`config.mk`:
```
export PLATFORM = sky130hd
export DESIGN_NAME = tail_drop_packet_buffer_unit
export DESIGN_NICKNAME = d
export VERILOG_FILES = /design/src/hdl/tdpb_pkg.sv /design/src/hdl/tdpb_ctrl.sv /design/src/hdl/tdpb_dp.sv /design/src/hdl/tail_drop_packet_buffer_unit.sv
export SDC_FILE = /design/constraint.sdc
export NUM_CORES = 2
export LEC_CHECK = 0
export ABC_AREA = 1
export BUFFER_PORTS_ARGS = -buffer_cell sky130_fd_sc_hd__buf_2
export CELL_PAD_IN_SITES_DETAIL_PLACEMENT = 0
export CELL_PAD_IN_SITES_GLOBAL_PLACEMENT = 2
export CORE_MARGIN = 3
export CORE_UTILIZATION = 45
export DETAILED_ROUTE_END_ITERATION = 7
export GPL_TIMING_DRIVEN = 0
export HOLD_SLACK_MARGIN = 0.02
export PLACE_DENSITY_LB_ADDON = 0.3
export SLEW_MARGIN = 20
export SYNTH_ARGS = -nofsm -noshare
export SYNTH_HDL_FRONTEND = slang
export SYNTH_SLANG_ARGS = --single-unit
```
`constraint.sdc`:
```
create_clock -name clk -period 7.55 [get_ports clk]
set_input_delay 1.51 -clock clk [delete_from_list [all_inputs] [get_ports clk]]
set_output_delay 1.51 -clock clk [all_outputs]
set_load 0.005 [all_outputs]
```
`src/hdl/tdpb_pkg.sv`:
```
// Shared types, sizes and helpers for the tail-drop packet buffer.
// Used by the controller, the datapath and the top level; depends on nothing.
`default_nettype none

package tdpb_pkg;

  // Depth of the finish-time store and the widths that follow from it.
  localparam int MAX_DEPTH = 64;
  localparam int IDX_W     = (MAX_DEPTH > 1) ? $clog2(MAX_DEPTH) : 1;
  localparam int CNT_W     = $clog2(MAX_DEPTH + 1);
  localparam int CAP_W     = 7;
  localparam int CMP_W     = (CAP_W > CNT_W) ? CAP_W : CNT_W;
  localparam int TIME_W    = 32;

  localparam logic [CAP_W-1:0] CAP_RESET = CAP_W'(64);
  localparam logic [IDX_W-1:0] LAST_IDX  = IDX_W'(MAX_DEPTH - 1);
  localparam logic [CNT_W-1:0] FULL_CNT  = CNT_W'(MAX_DEPTH);

  typedef logic [TIME_W-1:0] time_t;
  typedef logic [IDX_W-1:0]  idx_t;
  typedef logic [CNT_W-1:0]  cnt_t;

  // Commands from the controller to the datapath.
  typedef struct packed {
    logic latch;   // capture the input beat
    logic pop;     // retire the oldest entry
    logic finish;  // decide drop or push and load the result register
  } tdpb_cmd_t;

  // Status from the datapath to the controller.
  typedef struct packed {
    logic can_retire;  // oldest entry finishes at or before the arrival
  } tdpb_stat_t;

  // Circular increment of a store index.
  function automatic idx_t next_idx(input idx_t i);
    idx_t r;
    if (i == LAST_IDX) begin
      r = '0;
    end else begin
      r = i + idx_t'(1);
    end
    return r;
  endfunction

endpackage

`default_nettype wire

```
`src/hdl/tdpb_ctrl.sv`:
```
// Controller state machine for the tail-drop packet buffer.
// Depends on tdpb_pkg for the command and status structs.
`default_nettype none

module tdpb_ctrl (
  input  wire logic               clk,
  input  wire logic               rst,
  input  wire logic               in_valid,
  output logic                    in_ready,
  output logic                    out_valid,
  input  wire logic               out_ready,
  input  wire tdpb_pkg::tdpb_stat_t stat,
  output tdpb_pkg::tdpb_cmd_t     cmd
);

  localparam logic ST_IDLE   = 1'b0;
  localparam logic ST_RETIRE = 1'b1;

  logic state;
  logic state_next;
  logic out_valid_next;
  logic room;

  // The result register is free when empty or being emptied this cycle.
  assign room     = !out_valid || out_ready;
  assign in_ready = (state == ST_IDLE);

  // Next-state and command decode.
  always_comb begin
    state_next     = state;
    cmd            = '0;
    out_valid_next = out_valid && !out_ready;
    unique case (state)
      ST_IDLE: begin
        if (in_valid) begin
          cmd.latch  = 1'b1;
          state_next = ST_RETIRE;
        end
      end
      ST_RETIRE: begin
        if (stat.can_retire) begin
          cmd.pop = 1'b1;
        end else if (room) begin
          cmd.finish     = 1'b1;
          out_valid_next = 1'b1;
          state_next     = ST_IDLE;
        end
      end
      default: begin
        state_next = ST_IDLE;
      end
    endcase
  end

  // State and result-valid registers.
  always_ff @(posedge clk) begin
    if (rst) begin
      state     <= ST_IDLE;
      out_valid <= 1'b0;
    end else begin
      state     <= state_next;
      out_valid <= out_valid_next;
    end
  end

endmodule

`default_nettype wire

```
`src/hdl/tdpb_dp.sv`:
```
// Datapath of the tail-drop packet buffer: finish-time store, pointers,
// occupancy, capacity register and result register. Depends on tdpb_pkg.
`default_nettype none

module tdpb_dp (
  input  wire logic                       clk,
  input  wire logic                       rst,
  input  wire logic                       cfg_we,
  input  wire logic [tdpb_pkg::CAP_W-1:0] cfg_data,
  input  wire tdpb_pkg::time_t            pkt_arrival,
  input  wire tdpb_pkg::time_t            pkt_duration,
  input  wire tdpb_pkg::tdpb_cmd_t        cmd,
  output tdpb_pkg::tdpb_stat_t            stat,
  output logic                            dropped,
  output tdpb_pkg::time_t                 pkt_start
);

  tdpb_pkg::time_t finish_mem [tdpb_pkg::MAX_DEPTH];

  logic [tdpb_pkg::CAP_W-1:0] capacity;
  tdpb_pkg::idx_t  head;
  tdpb_pkg::idx_t  tail;
  tdpb_pkg::cnt_t  occupancy;
  tdpb_pkg::time_t newest_finish;
  tdpb_pkg::time_t arrival;
  tdpb_pkg::time_t proc;
  tdpb_pkg::time_t head_finish;

  tdpb_pkg::idx_t  head_next;
  tdpb_pkg::time_t start;
  logic [tdpb_pkg::TIME_W:0] sum;
  tdpb_pkg::time_t finish;
  logic            full;
  logic            push;

  // Retire test against the registered head entry.
  assign stat.can_retire = (occupancy != '0) && (head_finish <= arrival);

  // Occupancy at or above the configured capacity, or at the store depth.
  assign full = (tdpb_pkg::CMP_W'(occupancy) >= tdpb_pkg::CMP_W'(capacity)) ||
                (occupancy == tdpb_pkg::FULL_CNT);

  // Start time and saturating finish time of the held packet.
  assign start  = (occupancy == '0) ? arrival : newest_finish;
  assign sum    = {1'b0, start} + {1'b0, proc};
  assign finish = sum[tdpb_pkg::TIME_W] ? '1 : sum[tdpb_pkg::TIME_W-1:0];
  assign push   = cmd.finish && !full;

  assign head_next = cmd.pop ? tdpb_pkg::next_idx(head) : head;

  // Capacity register.
  always_ff @(posedge clk) begin
    if (rst) begin
      capacity <= tdpb_pkg::CAP_RESET;
    end else if (cfg_we) begin
      capacity <= cfg_data;
    end
  end

  // Pointers, occupancy and newest finish time.
  always_ff @(posedge clk) begin
    if (rst) begin
      head          <= '0;
      tail          <= '0;
      occupancy     <= '0;
      newest_finish <= '0;
    end else begin
      head <= head_next;
      if (cmd.pop) begin
        occupancy <= occupancy - tdpb_pkg::cnt_t'(1);
      end else if (push) begin
        occupancy <= occupancy + tdpb_pkg::cnt_t'(1);
      end
      if (push) begin
        tail          <= tdpb_pkg::next_idx(tail);
        newest_finish <= finish;
      end
    end
  end

  // Captured input beat.
  always_ff @(posedge clk) begin
    if (cmd.latch) begin
      arrival <= pkt_arrival;
      proc    <= pkt_duration;
    end
  end

  // Finish-time store: one write port, one registered read of the next head,
  // with the written value forwarded when both name the same entry.
  always_ff @(posedge clk) begin
    if (push) begin
      finish_mem[tail] <= finish;
    end
    if (push && (tail == head_next)) begin
      head_finish <= finish;
    end else begin
      head_finish <= finish_mem[head_next];
    end
  end

  // Result register.
  always_ff @(posedge clk) begin
    if (cmd.finish) begin
      dropped   <= full;
      pkt_start <= full ? '0 : start;
    end
  end

endmodule

`default_nettype wire

```
`src/hdl/tail_drop_packet_buffer_unit.sv`:
```
// Tail-drop packet buffer, top level: controller plus datapath.
// The input beat is captured, finished entries are retired, then the packet
// is dropped or pushed and the result register loaded, where it waits for
// the sink. A new packet is taken only after the last is decided. Each entry
// is retired once, one per cycle, through the store's single read port.
// Reset (synchronous): empty buffer, capacity 64, no result pending.
`default_nettype none

module tail_drop_packet_buffer_unit (
  input  wire logic                       clk,
  input  wire logic                       rst,
  input  wire logic                       cfg_we,
  input  wire logic [tdpb_pkg::CAP_W-1:0] cfg_data,
  input  wire logic                       in_valid,
  output logic                            in_ready,
  input  wire logic [31:0]                pkt_arrival,
  input  wire logic [31:0]                pkt_duration,
  output logic                            out_valid,
  input  wire logic                       out_ready,
  output logic                            dropped,
  output logic [31:0]                     pkt_start
);

  tdpb_pkg::tdpb_cmd_t  cmd;
  tdpb_pkg::tdpb_stat_t stat;

  // Sequencing of retire and decide steps.
  tdpb_ctrl u_ctrl (
    .clk       (clk),
    .rst       (rst),
    .in_valid  (in_valid),
    .in_ready  (in_ready),
    .out_valid (out_valid),
    .out_ready (out_ready),
    .stat      (stat),
    .cmd       (cmd)
  );

  // Store, counters and result register.
  tdpb_dp u_dp (
    .clk          (clk),
    .rst          (rst),
    .cfg_we       (cfg_we),
    .cfg_data     (cfg_data),
    .pkt_arrival  (pkt_arrival),
    .pkt_duration (pkt_duration),
    .cmd          (cmd),
    .stat         (stat),
    .dropped      (dropped),
    .pkt_start    (pkt_start)
  );

endmodule

`default_nettype wire

```
=== Word-level counts from Yosys, hierarchy flattened ===
Memory sizes are Yosys's and may differ from the RTL's. A register that Yosys moved wholly into a read port is not among the register bits.
Index checks and enable logic that the tools add are counted.

* Register bits after elaboration: 157
* Memory bits (writable): 2,048
* Input port bits: 76
* Output and inout bits: 35
* Word-level logic and storage cells: 55
* Memories kept: 1

* Add/subtract/negate cells: 5
* $lt $le $gt $ge: 2
* Eq/ne operators: 3
* Multiplexer cells: 21
* Bitwise logic cells: 1
* Reductions and logical operators: 11

{| class="wikitable"
|+ Memory list
! memory !! words !! bits a word !! read ports !! clocked after Yosys merged registers in !! write ports !! line !! source
|-
| u_dp.finish_mem || 64 || 32 || 1 || 1 || 1 || tdpb_dp.sv:18 || <nowiki>tdpb_pkg::time_t finish_mem [tdpb_pkg::MAX_DEPTH];</nowiki>
|}

{| class="wikitable"
|+ Operators with widths
! cell !! count
|-
| $mux 32 || 2
|-
| $add 32x32->33 || 1
|-
| $le 32x32->1 || 1
|-
| $mux 6 || 3
|-
| $mux 7 || 2
|-
| $add 6x1->6 const B || 2
|-
| $eq 6x6->1 const B || 2
|-
| $mux 1 || 12
|-
| $add 7x1->7 const B || 1
|-
| $eq 7x7->1 const B || 1
|-
| $ge 7x7->1 || 1
|-
| $logic_not 7->1 || 1
|-
| $reduce_bool 7->1 || 1
|-
| $sub 7x1->7 const B || 1
|-
| $logic_and 1x1->1 || 3
|-
| $logic_not 1->1 || 3
|-
| $logic_or 1x1->1 || 2
|-
| $mux 2 || 1
|-
| $pmux 1 s2 || 1
|-
| $reduce_bool 2->1 || 1
|-
| $not 1->1 || 1
|}

=== Longest topological paths before layout ===
* Depth after elaboration: 8
* Mapped depth: 38

=== Hierarchy ===
Synthesis repeated with hierarchy kept, for this count alone.

* Cells, all modules: 7,568
* Area, all modules: 90,598.1 um^2

{| class="wikitable"
|+ By module, submodules not included
! module !! times used !! cells each !! area each (um^2) !! seq. area each (um^2)
|-
| tdpb_dp || 1 || 7,551 || 90,491.8 || 65,693.0
|-
| tdpb_ctrl || 1 || 17 || 106.4 || 40.0
|}

=== Worst setup path after synthesis ===
No wires, ideal clock.

* Path kind: reg-to-reg
* From: register (tool-made name)
* To: memory u_dp.finish_mem[11][0] (netlist bit) (enable)
* Arrival time: 5.129 ns
* Required time: 7.129 ns
* Path slack: 2.000 ns
* Cell stages (with the launch flop): 29
* Cell sequence: dfxtp_1 > buf_4 > buf_6 > buf_4 > buf_4 > buf_4 > o21ai_0 > o22ai_1 > o21ai_0 > o22ai_1 > o21ai_0 > o22ai_1 > ha_1 > nand2_1 > nor2_1 > nand2_1 > inv_1 > nand2_1 > nand2_1 > nand2_1 > nand2_2 > nand2_4 > nand2_4 > nand2_4 > nor2_4 > nand2_4 > nor2_1 > nand2_1 > nor2_1

{| class="wikitable"
|+ RTL lines
! what !! line
|-
| end: declaration || tdpb_dp.sv:18
|}

==> results.json <==
{
  "relSlewSlack": 0.197,
  "grt_use_total": 0.385,
  "grt_pass1_vias": 61500,
  "min_period_over_period": 1.03,
  "cts_hold_buffers": 0,
  "clk_latency_ns": 0.92,
  "path_depth": 28,
  "postLayoutSetupSlackWorst_ns": -0.214,
  "ys_types": 58,
  "period_minus_slack_ns": 7.76,
  "first_iter_violations": 12000,
  "synth_edf_count": 2145,
  "cts_root_buffer": "clkbuf_16",
  "r2r-end": "u_dp.finish_mem[11][24]",
  "layout-drive-gt1-share": 0.137,
  "rsz0062_at_grt": "yes",
  "htreeDepth": 4,
  "crit_path_end_kind": "flip-flop",
  "cts_buffer_depth": 3,
  "hold_path.class": "reg2reg",
  "rows": 162,
  "overflow": 0,
  "drc": 0,
  "drv_slew": 0,
  "critPathKind": "reg2reg",
  "yosys_warnings": 0,
  "endpoint": "u_dp.finish_mem[11][24]",
  "numCtsBuffers": 226,
  "cp-start-kind": "flip-flop",
  "n_fill_cell": 16600,
  "path_max_fanout": 12,
  "core_area_mm2": 0.196,
  "pre_cts_ws_ns": -2.09,
  "synth_ff_type": "edfxtp_1",
  "synth_cells": 7051,
  "synth_nets": 7202,
  "clk_pin_slew_ns": 0.07,
  "vias_per_cell": 6.43,
  "die_w_um": 451,
  "violations": "negative setup slack",
  "die_h_um": 451,
  "mostFrequentLayoutCell": "edfxtp_1",
  "instances_no_fill": 10400,
  "postRouteAntennaNets": 0,
  "ys_seq_area_frac": 0.736,
  "grt_max_degree": 65,
  "hold_violations": 0,
  "antenna_found_initial": 41,
  "clock.fmax_mhz": 129,
  "nets": 7746,
  "area_growth_pct": 18.7,
  "drt_wl_total_um": 399000,
  "wire_per_inst_um": 38.3,
  "cp.required_ns": 8.14,
  "place.gp.congestion": 1.04,
  "critical-path-top-delay-family": "simple AND/OR/NAND/NOR gates",
  "critPathArrivalTime_ns": 8.35,
  "dr.pass1.iters": 6,
  "setup_violations": 265,
  "rrSetupSlack_ns": -0.21,
  "fin_area_mm2": 0.106,
  "fin_skew_ns": 0.0449,
  "worst-path-buf-inv": 7,
  "critPathMostFrequentCell": "nand2_1",
  "ys_ff_latch": 2211,
  "cap_violations": 0,
  "grt_pass1_wl_um": 530000,
  "async_flop_share": 0,
  "layout_common_cells": "edfxtp_1 (2,145), nor2_1 (1,505), o21ai_0 (1,312)",
  "io_pins": 111,
  "via_count": 67100,
  "cts_tree": "done",
  "dieArea_mm2": 0.204,
  "dp_hpwl_um": 291000,
  "cts_sinks": 2211,
  "cpMaxStageDelayCell": "o21ai_0",
  "avgSynthCellArea_um2": 12.7,
  "worst_slew_pin_slew_ns": 1.19,
  "dp_cells": 9969,
  "place.port_buffers": 110,
  "outcome": "finished, violations left",
  "cpPeakStageDelay_ns": 1.02,
  "placed_area_mm2": 0.0981,
  "start_util": 0.455,
  "rr_worst_depth": 28,
  "synth_area_mm2": 0.0893
}
-- cell usage after synthesis, types with 2 or more instances --
cell type	instances	area [um^2]
o21ai_0	1313	6570
a211oi_1	4	30.0
nand3_1	43	215
nand2_2	7	43.8
nand4_1	12	75.1
dfxtp_1	66	1320
o221ai_1	4	35.0
xnor2_1	6	52.6
or2_2	11	68.8
nor2_2	3	18.8
edfxtp_1	2145	64400
o21ai_1	65	325
buf_6	11	124
nor3_1	9	45.0
buf_4	23	173
nor2_4	2	22.5
a21o_1	8	60.1
a21oi_2	4	35.0
o21a_1	3	22.5
inv_1	206	773
nor2_1	1573	5900
o22ai_1	625	3910
ha_1	74	926
o211ai_1	6	45.0
nand3_2	3	30.0
nand2_1	198	743
a211oi_2	27	338
inv_2	5	18.8
clkbuf_1	307	1150
nor4_1	5	31.3
buf_2	126	631
nand2_4	4	45.0
o21bai_1	4	30.0
a21oi_1	70	350
xor2_1	8	70.1
a31oi_1	2	12.5
o32ai_1	40	350
a21boi_1	2	15.0
buf_1	8	30.0
-- how the worst min path moves through the flow --
stage,endpoint,cells after the start,slack (ns),start
global placement,u_dp.capacity[4],2,0.46,u_dp.capacity[4]
finish,u_dp.capacity[4],2,0.47,u_dp.capacity[4]
CTS,u_dp.capacity[4],2,0.47,u_dp.capacity[4]
global route,u_dp.newest_finish[14],2,0.49,u_dp.newest_finish[14]
floorplan,u_dp.capacity[1],2,0.44,u_dp.capacity[1]
detailed placement,u_dp.capacity[4],2,0.46,u_dp.capacity[4]
-- worst reg2reg max path, delay by kind of cell, from the launching register on --
| kind | cells | cell delay [ns] |
|---|---|---|
| buf+inv | 7 | 2.09 |
| compound gates | 4 | 1.79 |
| fa+ha+maj | 1 | 0.42 |
| flops | 1 | 0.72 |
| simple gates | 16 | 2.42 |
-- layer usage --
metal  global-route usage  routed length (um)  vias up
li1                     -                   -    27300
met1                0.506              145000    33400
met2                0.554              169000     5243
met3                0.121               54400     1111
met4                0.245               30900       10
met5                    0                  68        -
-- sequential cells by signal, indices dropped and copies added (netlist names), named ones only --
| signal | flops |
|---|---|
| u_ctrl.out_valid | 1 |
| u_ctrl.state | 1 |
| u_dp.arrival | 32 |
| u_dp.capacity | 7 |
| u_dp.dropped | 1 |
| u_dp.finish_mem | 2048 |
| u_dp.head | 6 |
| u_dp.newest_finish | 32 |
| u_dp.occupancy | 7 |
| u_dp.pkt_start | 32 |
| u_dp.proc | 32 |
| u_dp.tail | 6 |
-- logic make-up after synthesis --
logic type	Yosys count	share of synthesized area
AOI/OAI and AO/OA	2184	0.137
xor gates and xnor gates	14	0.00137
adders and majority gates	75	0.0106
buffers and inverters	688	0.0326
DFF	2211	0.736
and+or+nand+nor	1879	0.0821
-- cell type report --
cell class | instances | area (um^2) | area share
Sequential cell | 2211 | 65700 | 0.621
Multi-Input combinational cell | 4153 | 21800 | 0.206
Clock buffer | 296 | 6130 | 0.0579
Timing Repair Buffer | 316 | 4900 | 0.0462
Tap cell | 2624 | 3280 | 0.0310
Buffer | 475 | 2190 | 0.0207
Clock inverter | 124 | 995 | 0.00939
Inverter | 212 | 801 | 0.00756
Antenna cell | 22 | 55.1 | 0.000520
-- timing repair --
item	4_1_cts	5_1_grt
pin swaps	21	2
resized for setup	46	95
cloned	1	0
endpoints found under the setup margin	2093	1409
setup buffers	21	1
-- per-stage QoR --
step            TNS, ns   util  hold WS, ns
6_report         -17.25  0.540        0.469
5_1_grt           -1.03  0.540        0.486
4_1_cts               0  0.539        0.472
3_5_place_dp   -3373.37  0.500        0.463
3_3_place_gp          -  0.475        0.456
2_1_floorplan         0      -        0.437
Power is left out: the tool's default activity adds up to more than one toggle a clock period on the data nets, which glitch-free logic cannot reach.
